### src/sks_pkg.sv
// sks_pkg: shared widths, types and kernel tables of the selectable kernel smoother.
// Used by sks_front, sks_queue, sks_back and selectable_kernel_smoother_top.
// No dependencies.
package sks_pkg;

    localparam int SAMPLE_BITS = 16;
    localparam int WIN_LEN     = 7;
    localparam int MODE_W      = 3;
    localparam int CNT_W       = 3;
    localparam int MAX_JOBS    = 4;
    localparam int JIDX_W      = $clog2(MAX_JOBS);
    localparam int JCNT_W      = JIDX_W + 1;
    localparam int OUT_W       = 21;

    // queue between front and back
    localparam int QDEPTH  = 4;
    localparam int QPTR_W  = $clog2(QDEPTH);
    localparam int QCNT_W  = QPTR_W + 1;

    // arithmetic widths: abs kernel weight sum is at most 47 (< 64)
    localparam int SUM_W   = SAMPLE_BITS + 7;
    localparam int X_W     = SUM_W + 5;
    localparam int QSHIFT  = X_W + 7;
    localparam int RECIP_W = QSHIFT - 3;
    localparam int PROD_W  = X_W + RECIP_W;
    localparam int Q_W     = PROD_W - QSHIFT;
    localparam int QE_W    = (Q_W > OUT_W) ? Q_W : OUT_W;
    localparam int DIV_W   = 6;

    // mode register codes
    localparam logic [MODE_W-1:0] MODE_TRI5_9  = 3'd0;
    localparam logic [MODE_W-1:0] MODE_TRI5_12 = 3'd1;
    localparam logic [MODE_W-1:0] MODE_SG5     = 3'd2;
    localparam logic [MODE_W-1:0] MODE_TRI7    = 3'd3;
    localparam logic [MODE_W-1:0] MODE_SG7     = 3'd4;

    // reciprocals of twice the divisor, floor(2^QSHIFT / D) + 1
    localparam logic [63:0] QONE = 64'd1 << QSHIFT;
    localparam logic [RECIP_W-1:0] RCP_12 = RECIP_W'(QONE / 64'd12 + 64'd1);
    localparam logic [RECIP_W-1:0] RCP_16 = RECIP_W'(QONE / 64'd16 + 64'd1);
    localparam logic [RECIP_W-1:0] RCP_18 = RECIP_W'(QONE / 64'd18 + 64'd1);
    localparam logic [RECIP_W-1:0] RCP_24 = RECIP_W'(QONE / 64'd24 + 64'd1);
    localparam logic [RECIP_W-1:0] RCP_32 = RECIP_W'(QONE / 64'd32 + 64'd1);
    localparam logic [RECIP_W-1:0] RCP_42 = RECIP_W'(QONE / 64'd42 + 64'd1);
    localparam logic [RECIP_W-1:0] RCP_70 = RECIP_W'(QONE / 64'd70 + 64'd1);

    typedef logic signed [SAMPLE_BITS-1:0] sample_t;
    typedef sample_t [WIN_LEN-1:0] win_t;
    typedef logic signed [SUM_W-1:0] sum_t;

    typedef enum logic [3:0] {
        K_TRI5_9  = 4'd0,
        K_TRI5_12 = 4'd1,
        K_SG5     = 4'd2,
        K_TRI7    = 4'd3,
        K_SG7     = 4'd4,
        K_HEAD6   = 4'd5,
        K_HEAD8_0 = 4'd6,
        K_HEAD8_1 = 4'd7,
        K_TAIL8   = 4'd8,
        K_TAIL6   = 4'd9,
        K_ZERO    = 4'd10
    } kernel_t;

    typedef struct packed {
        kernel_t kid;
        logic    last;
        logic    too_short;
    } job_t;

    typedef struct packed {
        win_t                      win;
        job_t [MAX_JOBS-1:0]       jobs;
        logic [JIDX_W-1:0]         last_idx;
    } entry_t;

    function automatic sum_t ext_sample(input sample_t s);
        return {{(SUM_W-SAMPLE_BITS){s[SAMPLE_BITS-1]}}, s};
    endfunction

    // weighted sum of one kernel over the window, newest sample at index 0
    function automatic sum_t kernel_sum(input kernel_t kid, input win_t win);
        sum_t w [WIN_LEN];
        sum_t acc;
        for (int i = 0; i < WIN_LEN; i++)
        begin
            w[i] = ext_sample(win[i]);
        end
        case (kid)
            K_TRI5_9:  acc = sum_t'(w[0] + 2*w[1] + 3*w[2] + 2*w[3] + w[4]);
            K_TRI5_12: acc = sum_t'(w[0] + 3*w[1] + 4*w[2] + 3*w[3] + w[4]);
            K_SG5:     acc = sum_t'(12*w[1] + 17*w[2] + 12*w[3] - 3*w[0] - 3*w[4]);
            K_TRI7:    acc = sum_t'(w[0] + 2*w[1] + 3*w[2] + 4*w[3] + 3*w[4]
                                    + 2*w[5] + w[6]);
            K_SG7:     acc = sum_t'(3*w[1] + 6*w[2] + 7*w[3] + 6*w[4] + 3*w[5]
                                    - 2*w[0] - 2*w[6]);
            K_HEAD6:   acc = sum_t'(w[1] + 2*w[2] + 3*w[3]);
            K_HEAD8_0: acc = sum_t'(w[0] + 2*w[1] + 3*w[2] + 2*w[3]);
            K_HEAD8_1: acc = sum_t'(w[1] + 2*w[2] + 3*w[3] + 2*w[4]);
            K_TAIL8:   acc = sum_t'(2*w[0] + 3*w[1] + 2*w[2] + w[3]);
            K_TAIL6:   acc = sum_t'(3*w[0] + 2*w[1] + w[2]);
            default:   acc = '0;
        endcase
        return acc;
    endfunction

    function automatic logic [DIV_W-1:0] kernel_div(input kernel_t kid);
        logic [DIV_W-1:0] d;
        case (kid) inside
            K_TRI5_12:                     d = DIV_W'(12);
            K_SG5:                         d = DIV_W'(35);
            K_TRI7:                        d = DIV_W'(16);
            K_SG7:                         d = DIV_W'(21);
            K_HEAD6, K_TAIL6:              d = DIV_W'(6);
            K_HEAD8_0, K_HEAD8_1, K_TAIL8: d = DIV_W'(8);
            default:                       d = DIV_W'(9);
        endcase
        return d;
    endfunction

    function automatic logic [RECIP_W-1:0] kernel_recip(input kernel_t kid);
        logic [RECIP_W-1:0] r;
        case (kid) inside
            K_TRI5_12:                     r = RCP_24;
            K_SG5:                         r = RCP_70;
            K_TRI7:                        r = RCP_32;
            K_SG7:                         r = RCP_42;
            K_HEAD6, K_TAIL6:              r = RCP_12;
            K_HEAD8_0, K_HEAD8_1, K_TAIL8: r = RCP_16;
            default:                       r = RCP_18;
        endcase
        return r;
    endfunction

endpackage

### src/sks_front.sv
// sks_front: mode register, sample window and record counter; turns each item that
// releases results into a queue entry listing the kernels to run. Depends on sks_pkg.
module sks_front (
    input  logic                        clk,
    input  logic                        rst_n,
    input  logic                        mode_we,
    input  logic [sks_pkg::MODE_W-1:0]  mode_wdata,
    input  logic                        in_valid,
    output logic                        in_stall,
    input  sks_pkg::sample_t            sample,
    input  logic                        last_sample,
    input  logic                        q_full,
    output logic                        push,
    output sks_pkg::entry_t             push_entry
);

    logic [sks_pkg::MODE_W-1:0]   mode_reg;
    logic [sks_pkg::CNT_W-1:0]    cnt_reg;
    logic [sks_pkg::CNT_W-1:0]    cnt_next;
    sks_pkg::win_t                win_reg;
    sks_pkg::win_t                win_next;
    logic                         accept;
    logic                         seven;
    sks_pkg::kernel_t             inner_kid;
    sks_pkg::job_t [sks_pkg::MAX_JOBS-1:0] jobs;
    logic [sks_pkg::JCNT_W-1:0]   njobs;
    logic                         short_rec;

    assign in_stall = q_full;
    assign accept   = in_valid && !in_stall;
    assign win_next = {win_reg[sks_pkg::WIN_LEN-2:0], sample};

    always_comb
    begin
        unique case (mode_reg)
            sks_pkg::MODE_TRI5_12: inner_kid = sks_pkg::K_TRI5_12;
            sks_pkg::MODE_SG5:     inner_kid = sks_pkg::K_SG5;
            sks_pkg::MODE_TRI7:    inner_kid = sks_pkg::K_TRI7;
            sks_pkg::MODE_SG7:     inner_kid = sks_pkg::K_SG7;
            default:               inner_kid = sks_pkg::K_TRI5_9;
        endcase
        seven = (mode_reg == sks_pkg::MODE_TRI7) || (mode_reg == sks_pkg::MODE_SG7);
    end

    // result schedule for the incoming sample
    always_comb
    begin
        for (int i = 0; i < sks_pkg::MAX_JOBS; i++)
        begin
            jobs[i] = '{kid: sks_pkg::K_ZERO, last: 1'b0, too_short: 1'b0};
        end
        njobs     = '0;
        short_rec = last_sample && (seven ? (cnt_reg < 3'd4) : (cnt_reg < 3'd3));
        if (short_rec)
        begin
            jobs[0] = '{kid: sks_pkg::K_ZERO, last: 1'b1, too_short: 1'b1};
            njobs   = sks_pkg::JCNT_W'(1);
        end
        else
        begin
            if (!seven)
            begin
                if (cnt_reg == 3'd3)
                begin
                    jobs[njobs[sks_pkg::JIDX_W-1:0]] = '{sks_pkg::K_HEAD6, 1'b0, 1'b0};
                    njobs = njobs + 1'b1;
                    jobs[njobs[sks_pkg::JIDX_W-1:0]] = '{sks_pkg::K_HEAD8_0, 1'b0, 1'b0};
                    njobs = njobs + 1'b1;
                end
                else if (cnt_reg >= 3'd4)
                begin
                    jobs[njobs[sks_pkg::JIDX_W-1:0]] = '{inner_kid, 1'b0, 1'b0};
                    njobs = njobs + 1'b1;
                end
            end
            else
            begin
                if (cnt_reg == 3'd3)
                begin
                    jobs[njobs[sks_pkg::JIDX_W-1:0]] = '{sks_pkg::K_HEAD6, 1'b0, 1'b0};
                    njobs = njobs + 1'b1;
                end
                else if (cnt_reg == 3'd4)
                begin
                    jobs[njobs[sks_pkg::JIDX_W-1:0]] = '{sks_pkg::K_HEAD8_1, 1'b0, 1'b0};
                    njobs = njobs + 1'b1;
                    jobs[njobs[sks_pkg::JIDX_W-1:0]] = '{sks_pkg::K_TRI5_9, 1'b0, 1'b0};
                    njobs = njobs + 1'b1;
                end
                else if (cnt_reg >= 3'd6)
                begin
                    jobs[njobs[sks_pkg::JIDX_W-1:0]] = '{inner_kid, 1'b0, 1'b0};
                    njobs = njobs + 1'b1;
                end
                // the 1-2-3-2-1 result next to the tail edge
                if (last_sample && cnt_reg >= 3'd5)
                begin
                    jobs[njobs[sks_pkg::JIDX_W-1:0]] = '{sks_pkg::K_TRI5_9, 1'b0, 1'b0};
                    njobs = njobs + 1'b1;
                end
            end
            if (last_sample)
            begin
                jobs[njobs[sks_pkg::JIDX_W-1:0]] = '{sks_pkg::K_TAIL8, 1'b0, 1'b0};
                njobs = njobs + 1'b1;
                jobs[njobs[sks_pkg::JIDX_W-1:0]] = '{sks_pkg::K_TAIL6, 1'b1, 1'b0};
                njobs = njobs + 1'b1;
            end
        end
    end

    assign push                = accept && (njobs != '0);
    assign push_entry.win      = win_next;
    assign push_entry.jobs     = jobs;
    assign push_entry.last_idx = sks_pkg::JIDX_W'(njobs - 1'b1);

    always_comb
    begin
        if (last_sample)
            cnt_next = '0;
        else if (cnt_reg != 3'd7)
            cnt_next = cnt_reg + 1'b1;
        else
            cnt_next = cnt_reg;
    end

    always_ff @(posedge clk or negedge rst_n)
    begin
        if (!rst_n)
        begin
            mode_reg <= sks_pkg::MODE_TRI5_9;
            cnt_reg  <= '0;
            win_reg  <= '0;
        end
        else
        begin
            if (mode_we)
                mode_reg <= mode_wdata;
            if (accept)
            begin
                cnt_reg <= cnt_next;
                win_reg <= win_next;
            end
        end
    end

    a_cnt_clear: assert property (@(posedge clk) disable iff (!rst_n)
        accept && last_sample |=> cnt_reg == '0)
        else $error("record counter not cleared after last item");

    a_last_job: assert property (@(posedge clk) disable iff (!rst_n)
        push |-> (push_entry.jobs[push_entry.last_idx].last == last_sample))
        else $error("final job of entry disagrees with last_sample");

endmodule

### src/sks_queue.sv
// sks_queue: short first-in first-out queue of job entries between front and back.
// Depends on sks_pkg.
module sks_queue (
    input  logic            clk,
    input  logic            rst_n,
    input  logic            push,
    input  sks_pkg::entry_t push_entry,
    input  logic            pop,
    output logic            full,
    output logic            empty,
    output sks_pkg::entry_t head
);

    sks_pkg::entry_t               mem_reg [sks_pkg::QDEPTH];
    logic [sks_pkg::QPTR_W-1:0]    wr_ptr_reg;
    logic [sks_pkg::QPTR_W-1:0]    rd_ptr_reg;
    logic [sks_pkg::QCNT_W-1:0]    count_reg;
    logic [sks_pkg::QCNT_W-1:0]    count_next;

    assign full  = (count_reg == sks_pkg::QCNT_W'(sks_pkg::QDEPTH));
    assign empty = (count_reg == '0);
    assign head  = mem_reg[rd_ptr_reg];

    always_comb
    begin
        case ({push, pop})
            2'b10:   count_next = count_reg + 1'b1;
            2'b01:   count_next = count_reg - 1'b1;
            default: count_next = count_reg;
        endcase
    end

    always_ff @(posedge clk)
    begin
        if (push)
            mem_reg[wr_ptr_reg] <= push_entry;
    end

    always_ff @(posedge clk or negedge rst_n)
    begin
        if (!rst_n)
        begin
            wr_ptr_reg <= '0;
            rd_ptr_reg <= '0;
            count_reg  <= '0;
        end
        else
        begin
            if (push)
                wr_ptr_reg <= wr_ptr_reg + 1'b1;
            if (pop)
                rd_ptr_reg <= rd_ptr_reg + 1'b1;
            count_reg <= count_next;
        end
    end

    a_count_bound: assert property (@(posedge clk) disable iff (!rst_n)
        count_reg <= sks_pkg::QCNT_W'(sks_pkg::QDEPTH))
        else $error("queue count beyond depth");

    a_pop_nonempty: assert property (@(posedge clk) disable iff (!rst_n)
        pop |-> !empty)
        else $error("pop from empty queue");

endmodule

### src/sks_back.sv
// sks_back: issues the queue head's jobs one per cycle when not stalled, runs them through
// weighted sum, rounding numerator, reciprocal multiply and saturation. Depends on sks_pkg.
module sks_back (
    input  logic                          clk,
    input  logic                          rst_n,
    input  logic                          q_empty,
    input  sks_pkg::entry_t               head,
    output logic                          pop,
    output logic                          out_valid,
    input  logic                          out_stall,
    output logic signed [sks_pkg::OUT_W-1:0] smoothed,
    output logic                          last_result,
    output logic                          too_short
);

    logic                           en;
    logic                           issue;
    sks_pkg::job_t                  job;
    logic [sks_pkg::JIDX_W-1:0]     jidx_reg;

    // stage 1: weighted sum
    logic                           s1_valid_reg;
    sks_pkg::sum_t                  s1_sum_reg;
    sks_pkg::kernel_t               s1_kid_reg;
    logic                           s1_last_reg;
    logic                           s1_short_reg;

    // stage 2: 2*|16*sum| + divisor
    logic                           s2_valid_reg;
    logic [sks_pkg::X_W-1:0]        s2_x_reg;
    logic [sks_pkg::X_W-1:0]        s2_x_next;
    logic                           s2_neg_reg;
    sks_pkg::kernel_t               s2_kid_reg;
    logic                           s2_last_reg;
    logic                           s2_short_reg;
    logic [sks_pkg::SUM_W-1:0]      mag;

    // stage 3: reciprocal product
    logic                           s3_valid_reg;
    logic [sks_pkg::PROD_W-1:0]     s3_prod_reg;
    logic                           s3_neg_reg;
    logic                           s3_last_reg;
    logic                           s3_short_reg;

    // output register
    logic                           out_valid_reg;
    logic signed [sks_pkg::OUT_W-1:0] smoothed_reg;
    logic signed [sks_pkg::OUT_W-1:0] smoothed_next;
    logic                           last_reg;
    logic                           short_reg;
    logic [sks_pkg::QE_W-1:0]       qe;

    localparam logic [sks_pkg::QE_W-1:0] POS_LIM =
        sks_pkg::QE_W'((64'd1 << (sks_pkg::OUT_W - 1)) - 64'd1);
    localparam logic [sks_pkg::QE_W-1:0] NEG_LIM =
        sks_pkg::QE_W'(64'd1 << (sks_pkg::OUT_W - 1));

    // whole pipeline moves when the output register is free or being taken
    assign en    = !out_valid_reg || !out_stall;
    assign issue = en && !q_empty;
    assign job   = head.jobs[jidx_reg];
    assign pop   = issue && (jidx_reg == head.last_idx);

    assign mag       = s1_sum_reg[sks_pkg::SUM_W-1] ? sks_pkg::SUM_W'(-s1_sum_reg)
                                                    : sks_pkg::SUM_W'(s1_sum_reg);
    assign s2_x_next = {mag, 5'b0} + sks_pkg::X_W'(sks_pkg::kernel_div(s1_kid_reg));

    assign qe = sks_pkg::QE_W'(s3_prod_reg[sks_pkg::PROD_W-1:sks_pkg::QSHIFT]);

    always_comb
    begin
        if (!s3_neg_reg)
            smoothed_next = (qe > POS_LIM) ? sks_pkg::OUT_W'(POS_LIM)
                                           : qe[sks_pkg::OUT_W-1:0];
        else
            smoothed_next = (qe > NEG_LIM) ? sks_pkg::OUT_W'(NEG_LIM)
                                           : -qe[sks_pkg::OUT_W-1:0];
    end

    always_ff @(posedge clk or negedge rst_n)
    begin
        if (!rst_n)
        begin
            jidx_reg      <= '0;
            s1_valid_reg  <= 1'b0;
            s2_valid_reg  <= 1'b0;
            s3_valid_reg  <= 1'b0;
            out_valid_reg <= 1'b0;
        end
        else if (en)
        begin
            if (pop)
                jidx_reg <= '0;
            else if (issue)
                jidx_reg <= jidx_reg + 1'b1;
            s1_valid_reg  <= issue;
            s2_valid_reg  <= s1_valid_reg;
            s3_valid_reg  <= s2_valid_reg;
            out_valid_reg <= s3_valid_reg;
        end
    end

    always_ff @(posedge clk)
    begin
        if (en)
        begin
            s1_sum_reg   <= sks_pkg::kernel_sum(job.kid, head.win);
            s1_kid_reg   <= job.kid;
            s1_last_reg  <= job.last;
            s1_short_reg <= job.too_short;

            s2_x_reg     <= s2_x_next;
            s2_neg_reg   <= s1_sum_reg[sks_pkg::SUM_W-1];
            s2_kid_reg   <= s1_kid_reg;
            s2_last_reg  <= s1_last_reg;
            s2_short_reg <= s1_short_reg;

            s3_prod_reg  <= sks_pkg::PROD_W'(s2_x_reg)
                            * sks_pkg::PROD_W'(sks_pkg::kernel_recip(s2_kid_reg));
            s3_neg_reg   <= s2_neg_reg;
            s3_last_reg  <= s2_last_reg;
            s3_short_reg <= s2_short_reg;

            smoothed_reg <= smoothed_next;
            last_reg     <= s3_last_reg;
            short_reg    <= s3_short_reg;
        end
    end

    assign out_valid   = out_valid_reg;
    assign smoothed    = smoothed_reg;
    assign last_result = last_reg;
    assign too_short   = short_reg;

    a_short_zero: assert property (@(posedge clk) disable iff (!rst_n)
        out_valid && too_short |-> last_result && (smoothed == '0))
        else $error("short record result not a zero final value");

    a_jidx_bound: assert property (@(posedge clk) disable iff (!rst_n)
        !q_empty |-> jidx_reg <= head.last_idx)
        else $error("job index past end of entry");

endmodule

### src/selectable_kernel_smoother_top.sv
// selectable_kernel_smoother_top: top level of the selectable kernel smoother.
// Depends on sks_pkg, sks_front, sks_queue and sks_back.
//
// Usage:
// - kernel_mode_we / kernel_mode_wdata write the kernel mode (0..4, other codes
//   act as mode 0); write it only while the block is idle.
// - input channel in_valid / in_stall carries sample and last_sample; an item is
//   taken at a clock edge with in_valid high and in_stall low.
// - output channel out_valid / out_stall carries smoothed (four fractional bits),
//   last_result and too_short.
// - throughput: one item per cycle while in_stall is low. An item gives zero to
//   four results; the back pipeline issues one result per cycle while out_stall
//   does not hold it, so the extra edge results at a record end are absorbed by
//   the four-entry job queue and in_stall rises when it fills.
// - the first result of an item passes the queue write, weighted sum, rounding
//   numerator, reciprocal multiply and then the output register.
// - reset clears the mode to 0, the sample window, the record count and the queue.
// - while out_stall is high with out_valid high, the output holds and the whole
//   back pipeline freezes; items keep being taken until the queue is full.
module selectable_kernel_smoother_top (
    input  logic                            clk,
    input  logic                            rst_n,
    input  logic                            kernel_mode_we,
    input  logic [sks_pkg::MODE_W-1:0]      kernel_mode_wdata,
    input  logic                            in_valid,
    output logic                            in_stall,
    input  logic signed [sks_pkg::SAMPLE_BITS-1:0] sample,
    input  logic                            last_sample,
    output logic                            out_valid,
    input  logic                            out_stall,
    output logic signed [sks_pkg::OUT_W-1:0] smoothed,
    output logic                            last_result,
    output logic                            too_short
);

    logic            push;
    sks_pkg::entry_t push_entry;
    logic            pop;
    logic            q_full;
    logic            q_empty;
    sks_pkg::entry_t head;

    sks_front u_front (
        .clk         (clk),
        .rst_n       (rst_n),
        .mode_we     (kernel_mode_we),
        .mode_wdata  (kernel_mode_wdata),
        .in_valid    (in_valid),
        .in_stall    (in_stall),
        .sample      (sample),
        .last_sample (last_sample),
        .q_full      (q_full),
        .push        (push),
        .push_entry  (push_entry)
    );

    sks_queue u_queue (
        .clk        (clk),
        .rst_n      (rst_n),
        .push       (push),
        .push_entry (push_entry),
        .pop        (pop),
        .full       (q_full),
        .empty      (q_empty),
        .head       (head)
    );

    sks_back u_back (
        .clk         (clk),
        .rst_n       (rst_n),
        .q_empty     (q_empty),
        .head        (head),
        .pop         (pop),
        .out_valid   (out_valid),
        .out_stall   (out_stall),
        .smoothed    (smoothed),
        .last_result (last_result),
        .too_short   (too_short)
    );

endmodule

### config.mk
export PLATFORM = sky130hd
export DESIGN_NAME = selectable_kernel_smoother_top
export DESIGN_NICKNAME = d
export VERILOG_FILES = /design/src/sks_pkg.sv /design/src/sks_front.sv /design/src/sks_queue.sv /design/src/sks_back.sv /design/src/selectable_kernel_smoother_top.sv
export SDC_FILE = /design/constraint.sdc
export NUM_CORES = 2
export LEC_CHECK = 0
export ABC_AREA = 1
export BUFFER_PORTS_ARGS = -buffer_cell sky130_fd_sc_hd__buf_2
export CORE_ASPECT_RATIO = 1.1
export CORE_MARGIN = 3
export CORE_UTILIZATION = 60
export CTS_BUF_LIST = sky130_fd_sc_hd__clkbuf_16
export DETAILED_ROUTE_END_ITERATION = 8
export PLACE_DENSITY_LB_ADDON = 0.2
export SLEW_MARGIN = 10
export SYNTH_ARGS = -nofsm -noshare
export SYNTH_HDL_FRONTEND = slang
export SYNTH_SLANG_ARGS = --single-unit
export TNS_END_PERCENT = 10
### constraint.sdc
create_clock -name clk -period 12 [get_ports clk]
set_input_delay 3 -clock clk [delete_from_list [all_inputs] [get_ports clk]]
set_output_delay 3 -clock clk [all_outputs]
set_load 0.005 [all_outputs]
## Yosys cells after proc, flatten, opt, wreduce, memory -nomap -nowiden

Memory sizes are Yosys's and may differ from the RTL's.
Cells that the tools add are included.

- Output and inout bits: 25
- Logic and storage cells: 243
- Input port bits: 25
- Memories: 1
- Register bits after elaboration: 265
- Bits in writable memories: 552

- Multiplexer cells: 67
- $mul: 13
- Bitwise logic cells: 8
- Reduce and logical (&&, ||, !) cells: 27
- Add/subtract/negate cells: 43
- Order comparisons: 14
- Eq/ne operators: 38

Memories:

| name | depth | width | rd ports | clocked after memory_dff | wr ports | RTL line | RTL |
|---|---|---|---|---|---|---|---|
| u_queue.mem_reg | 4 | 138 | 1 | 0 | 1 | sks_queue.sv:14 | `sks_pkg::entry_t mem_reg [sks_pkg::QDEPTH];` |

Operators with widths:

| operator | number |
|---|---|
| 23-bit one-hot mux with 10 select lines | 1 |
| 32-bit two-way mux | 7 |
| 23-bit adder | 9 |
| 3-bit by 16-bit multiplier with 19-bit output (first input constant) | 10 |
| 6-bit two-way mux | 22 |
| 23-bit by 16-bit adder with 23-bit output | 5 |
| 23-bit by 17-bit adder with 23-bit output | 4 |
| 21-bit two-way mux | 3 |
| 28-bit by 32-bit multiplier with 60-bit output | 1 |
| 4-bit by 3-bit equality test with 1-bit output (second input constant) | 12 |
| 12-bit two-way mux | 4 |
| 24-bit two-way mux | 2 |
| 23-bit by 18-bit adder with 23-bit output | 2 |
| 23-bit by 17-bit subtractor with 23-bit output | 2 |
| 16-bit by 17-bit adder with 18-bit output | 2 |
| 6-bit demux with 2-bit select | 3 |
| 3-bit two-way mux | 11 |
| 28-bit by 6-bit adder with 28-bit output | 1 |
| 25-bit by 20-bit greater-than comparator with 1-bit output (second input constant) | 1 |
| 25-bit by 21-bit greater-than comparator with 1-bit output (second input constant) | 1 |
| 24-bit AND | 1 |
| 4-bit by 2-bit equality test with 1-bit output (second input constant) | 6 |
| 4-bit equality test (second input constant) | 6 |
| 24-bit NOT | 1 |
| 50 further kinds | 93 |

## Logic depth before layout (Yosys ltp)

- Depth in word-level cells: 19
- Depth in mapped cells: 50

## By module

Synthesis repeated with hierarchy kept, for this count alone.

- Cells, all modules: 9883
- Area total of the unflattened synthesis: 85439.4 um^2

Modules (own cells, without submodules):

| module | cells each | area an instance (um^2) | times used | sequential area each (um^2) |
|---|---|---|---|---|
| sks_back | 7678 | 58223.3 | 1 | 3603.5 |
| sks_queue | 1659 | 22539.1 | 1 | 16751.1 |
| sks_front | 546 | 4677.0 | 1 | 2552.4 |

## Worst setup path before layout

No wires, ideal clock.

- Kind: input to register
- From: input last_sample
- To: memory u_queue.mem_reg[0][0] in the netlist's numbering (enable)
- Library setup time: 0.621 ns
- Setup slack: 1.552 ns
- Arrival time: 9.826 ns
- Cell stages on the path: 13
- Path buffers: 0
- Required time: 11.379 ns
- Cell sequence: nand3_1 > inv_1 > a21oi_1 > o21ai_0 > o21ai_1 > inv_1 > nor2_1 > inv_1 > ha_1 > xnor2_1 > o21ai_2 > nand2_2 > nor2_1

- Word-level cells in the longest chain between the ends: 12
- Elaborated cells on any way between the ends: 13
- Those cells by class: add/sub (2); mux (7); reduce/logical (4)

Ends and longest elaborated chain:

| element | RTL line | RTL |
|---|---|---|
| from (decl) | selectable_kernel_smoother_top.sv:28 | `input logic last_sample,` |
| 1-bit logical AND | sks_front.sv:96 | `if (last_sample && cnt_reg >= 3'd5)` |
| 3-bit two-way mux | sks_front.sv:96 |  |
| 3-bit two-way mux | sks_front.sv:61 | `if (!seven)` |
| 3-bit two-way mux | sks_front.sv:54 | `if (short_rec)` |
| 3-bit by 1-bit adder with 3-bit output | sks_front.sv:105 | `njobs = njobs + 1'b1;` |
| 3-bit by 1-bit adder with 3-bit output | sks_front.sv:107 | `njobs = njobs + 1'b1;` |
| 3-bit two-way mux | sks_front.sv:102 | `if (last_sample)` |
| 3-bit two-way mux (*) | sks_front.sv:54 |  |
| 3-bit nonzero test (*) | sks_front.sv:112 | `assign push = accept && (njobs != '0);` |
| 1-bit logical AND (*) | sks_front.sv:112 |  |
| 1-bit two-way mux (*) | sks_queue.sv:35 | `if (push)` |
| 1-bit two-way mux (not written as such) (*) | sks_queue.sv:36 | `mem_reg[wr_ptr_reg] <= push_entry;` |
| to (decl) | sks_queue.sv:14 |  |

Mark *: on every way between the ends. The rest lies on a longest branch, timed or not. The select of a mux whose other input is x is not followed.

## Final worst setup path

- From: register u_queue.rd_ptr_reg[1] in the netlist's numbering
- To: register u_back.s1_sum_reg[22], data pin

- Word-level cells in the longest chain between the ends: 9
- Elaborated cells on any way between the ends: 56
- Those cells by class: add/sub (30); mul (12); eq/ne (9); mux (3); reduce/logical (1); memory (1)

Ends and longest elaborated chain:

| element | RTL line | RTL |
|---|---|---|
| from (decl) | sks_queue.sv:16 | `logic [sks_pkg::QPTR_W-1:0] rd_ptr_reg;` |
| from (signal assigned) | sks_queue.sv:52 | `rd_ptr_reg <= rd_ptr_reg + 1'b1;` |
| memory read 4 x 138 bit (*) | - |  |
| 3-bit by 16-bit multiplier with 19-bit output, on equally long branches | - |  |
| 19-bit by 20-bit adder with 21-bit output | sks_pkg.sv:95 | `K_SG7: acc = sum_t'(3*w[1] + 6*w[2] + 7*w[3] + 6*w[4] + 3*w[5]` |
| 23-bit adder (3 in series) | sks_pkg.sv:95 |  |
| 23-bit by 17-bit subtractor with 23-bit output (2 in series) | sks_pkg.sv:96 | `- 2*w[0] - 2*w[6]);` |
| 23-bit one-hot mux with 10 select lines (*) | sks_pkg.sv:89 | `case (kid)` |
| to (signal assigned) | sks_back.sv:107 | `s1_sum_reg <= sks_pkg::kernel_sum(job.kid, head.win);` |
| to (decl) | sks_back.sv:23 | `sks_pkg::sum_t s1_sum_reg;` |

Marked as above.
A chain may end at the register's enable or synchronous reset.

==> run metrics <==
status finished, final reports clean; Hold-fix buffers, CTS 0; initial antenna violation count 14; Routed Wire Length 299,900 um; core area 0.1330 mm^2; die width 355.7 um; wire per inst 27.07 um; Max Fclk 94.03 MHz; Adder-Cell Fraction of Synth Area 33.81%; # IOs 50; Netlist Area Pre-Place 0.08073 mm^2; Setup crit end kind register; post-synthesis mux area share 0.01395%; Simple-Gate Fraction of Synth Area 13.73%; clock root cell clkbuf_16; Cell variety after synth 72; Critical path buffers and inverters 4; layout cells sized above 1 3.872%; Resize count post-CTS 0; 1st-pass router iterations 9; final setup violation count 0; Critical Path AT 11,120 ps; final setup skew 92.17 ps; R2R Setup Slk 1360 ps; port bufs 49; grt total ovfl 0; first-pass GRT wire length 434,000 um; max_cap viols 0; Compound-Gate Fraction of Synth Area 11.45%; Syn. warnings 0; slowest stage delay, CP 710 ps; Mean Syn Cell Area 8.819 um^2; ys flop type edfxtp_1; Final ANT Viol Nets 0; FP Rows 140; Die Ht 390.7 um; Total GRT Usage 43.01%; Slew @ Worst Pin 1352 ps; number of synthesized flops with an enable pin 635; Worst Path Max Fanout 85; CTS Buf Count 77; post-synthesis register bit count 750; CP top delay family simple AND/OR/NAND/NOR gates; Final Hold Vio Count 0; post-synthesis async set-or-reset flop share 15.33%; vias in the first global route 66,929; syn_nets 10,839; crit path time final 10,640 ps; DR vias/cell 6.132; post-CTS setup buffer count 0; RSZ-0062 raised after global routing no; clock sinks 750; DP Wirelength 247,800 um; Area Growth Syn to Fin 6.695%; initial DRC count 9,003; Clock Pin Slew Worst Setup and Hold Paths 70 ps; clk buf depth 3; largest net degree at the start of global routing 155; kind of path behind the tightest hold check register to register; worst path required time 12,490 ps; sequential fraction of the synthesis area 27.18%; Vias 67,947; Final nets 10,917; xor/xnor share of the synthesized area 4.426%; RePlAce Congestion 1.158; Worst-Skew Late Latency 770 ps; max reg flops 520; CP max-delay cell o22ai_1; H-tree levels 3; Final Cycle Share 88.63%; largest family of logic cells by synthesized area adder cells; WS Path Type register to register; Setup crit start kind register; DR DRC count 0; setup tns final 0 ps; Final Max Slew Viols 0; initial core utilization 60.72%; area of the die 0.1390 mm^2; CTS tree done; Mapped Cells 9,154; Rel. slew slack 9.864%
[routing by layer]
| layer | vias to the layer above | global-route usage, % | share of wire (%) | wire, um |
|---|---|---|---|---|
| li1 | 29906 | - | - | - |
| met3 | 894 | 13.89 | 13 | 39130 |
| met1 | 33002 | 56.51 | 38 | 113500 |
| met5 | - | 0 | 0.046 | 138 |
| met2 | 4125 | 63.01 | 42 | 126300 |
| met4 | 20 | 24.05 | 6.9 | 20840 |
[cell families (layout without fill, tap and decap cells)]
logic type	after synthesis	in the layout
simple gates	2708	2708
buf+inv	1990	2133
compound gates	1635	1635
other cells	2	10
mux	1	1
fa+ha+maj	1660	1660
flops	750	750
xor+xnor	408	408
[metrics by stage]
stage               setup slack [ps]  instance area, um^2  hold WS, ps  util (%)  std cells
CTS                             1628                86090        428.4     64.75      11068
finish                          1365                86140        424.8     64.79      11080
global placement                1562                83480        400.3     62.79      10924
global route                   818.7                86120        430.9     64.77      11072
detailed placement              1633                83490        406.2     62.79      10924
floorplan                       1552                80730        400.3         -       9154
[path summary, 6_finish.rpt]
path | start | end | depth (start not counted)
setup / recovery | u_queue.rd_ptr_reg[1] | u_back.s1_sum_reg[22] | 36
hold / removal | u_back.s1_last_reg | u_back.s2_last_reg | 0
setup reg to reg | u_queue.rd_ptr_reg[1] | u_back.s1_sum_reg[22] | 36
hold reg to reg | u_back.s1_last_reg | u_back.s2_last_reg | 0
max in group asynchronous | rst_n | u_queue.rd_ptr_reg[0] | 2
min in group asynchronous | rst_n | u_front.mode_reg[2] | 1
[worst reg2reg max path, delay by kind of cell (launching register included)]
kind            cells  cell delay [ps]
simple gates       18             3070
buf+inv             4             1610
compound gates      7             1890
flops               1              700
fa+ha+maj           6             2630
xor+xnor            1              520
[area by class of cell]
class                   count  area (um^2)
repair buffers            152         1087
clock inverters            67        675.6
well taps                1775         2221
clock buffers              77         1927
flip-flops and latches    750        21950
multi-input cells        6414        51340
diodes                      8        20.02
fillers                 11047        46810
inverters                1837         6909
[synthesized netlist by cell type, types with 16 or more instances]
master,count,area (um^2)
inv_1,1806,6779
nand2_1,1405,5274
fa_1,869,17400
nor2_1,815,3059
ha_1,791,9897
a21oi_1,677,3388
edfxtp_1,635,19070
o21ai_0,506,2532
xor2_1,295,2584
nand3_1,241,1206
dfrtp_1,115,2878
xnor2_1,113,989.7
clkbuf_1,105,394.1
o22ai_1,85,531.8
nor3_1,81,405.4
nand4_1,61,381.6
o21bai_1,51,382.9
a32oi_1,46,402.9
a31oi_1,42,262.8
a21o_1,32,240.2
nor4_1,29,181.4
o21ai_1,29,145.1
o21a_1,23,172.7
o211ai_1,22,165.2
o31ai_1,21,157.7
clkinv_1,20,75.07
a211oi_1,19,142.6
buf_2,17,85.08
a21boi_0,16,120.1
or2_2,16,100.1
[cell usage in the layout (no fill, tap or decap), types with 21 or more instances in the layout]
master / Yosys / layout
nand3_1: 241 / 241
o21ai_1: 29 / 29
o22ai_1: 85 / 74
nor4_1: 29 / 29
o21ai_0: 506 / 506
a21o_1: 32 / 32
nor2_1: 815 / 810
edfxtp_1: 635 / 635
nand4_1: 61 / 61
o21a_1: 23 / 23
xnor2_1: 113 / 113
clkbuf_16: 0 / 77
dfrtp_1: 115 / 113
nand2_1: 1405 / 1404
a32oi_1: 46 / 45
buf_2: 17 / 48
xor2_1: 295 / 295
a31oi_1: 42 / 42
inv_1: 1806 / 1823
fa_1: 869 / 869
ha_1: 791 / 791
o21bai_1: 51 / 51
nor3_1: 81 / 80
o31ai_1: 21 / 21
o211ai_1: 22 / 22
a21oi_1: 677 / 677
clkinv_1: 20 / 34
buf_4: 14 / 96
Power is not shown: default switching activity piles up to over one toggle a cycle in this logic, so the estimate is an artifact.
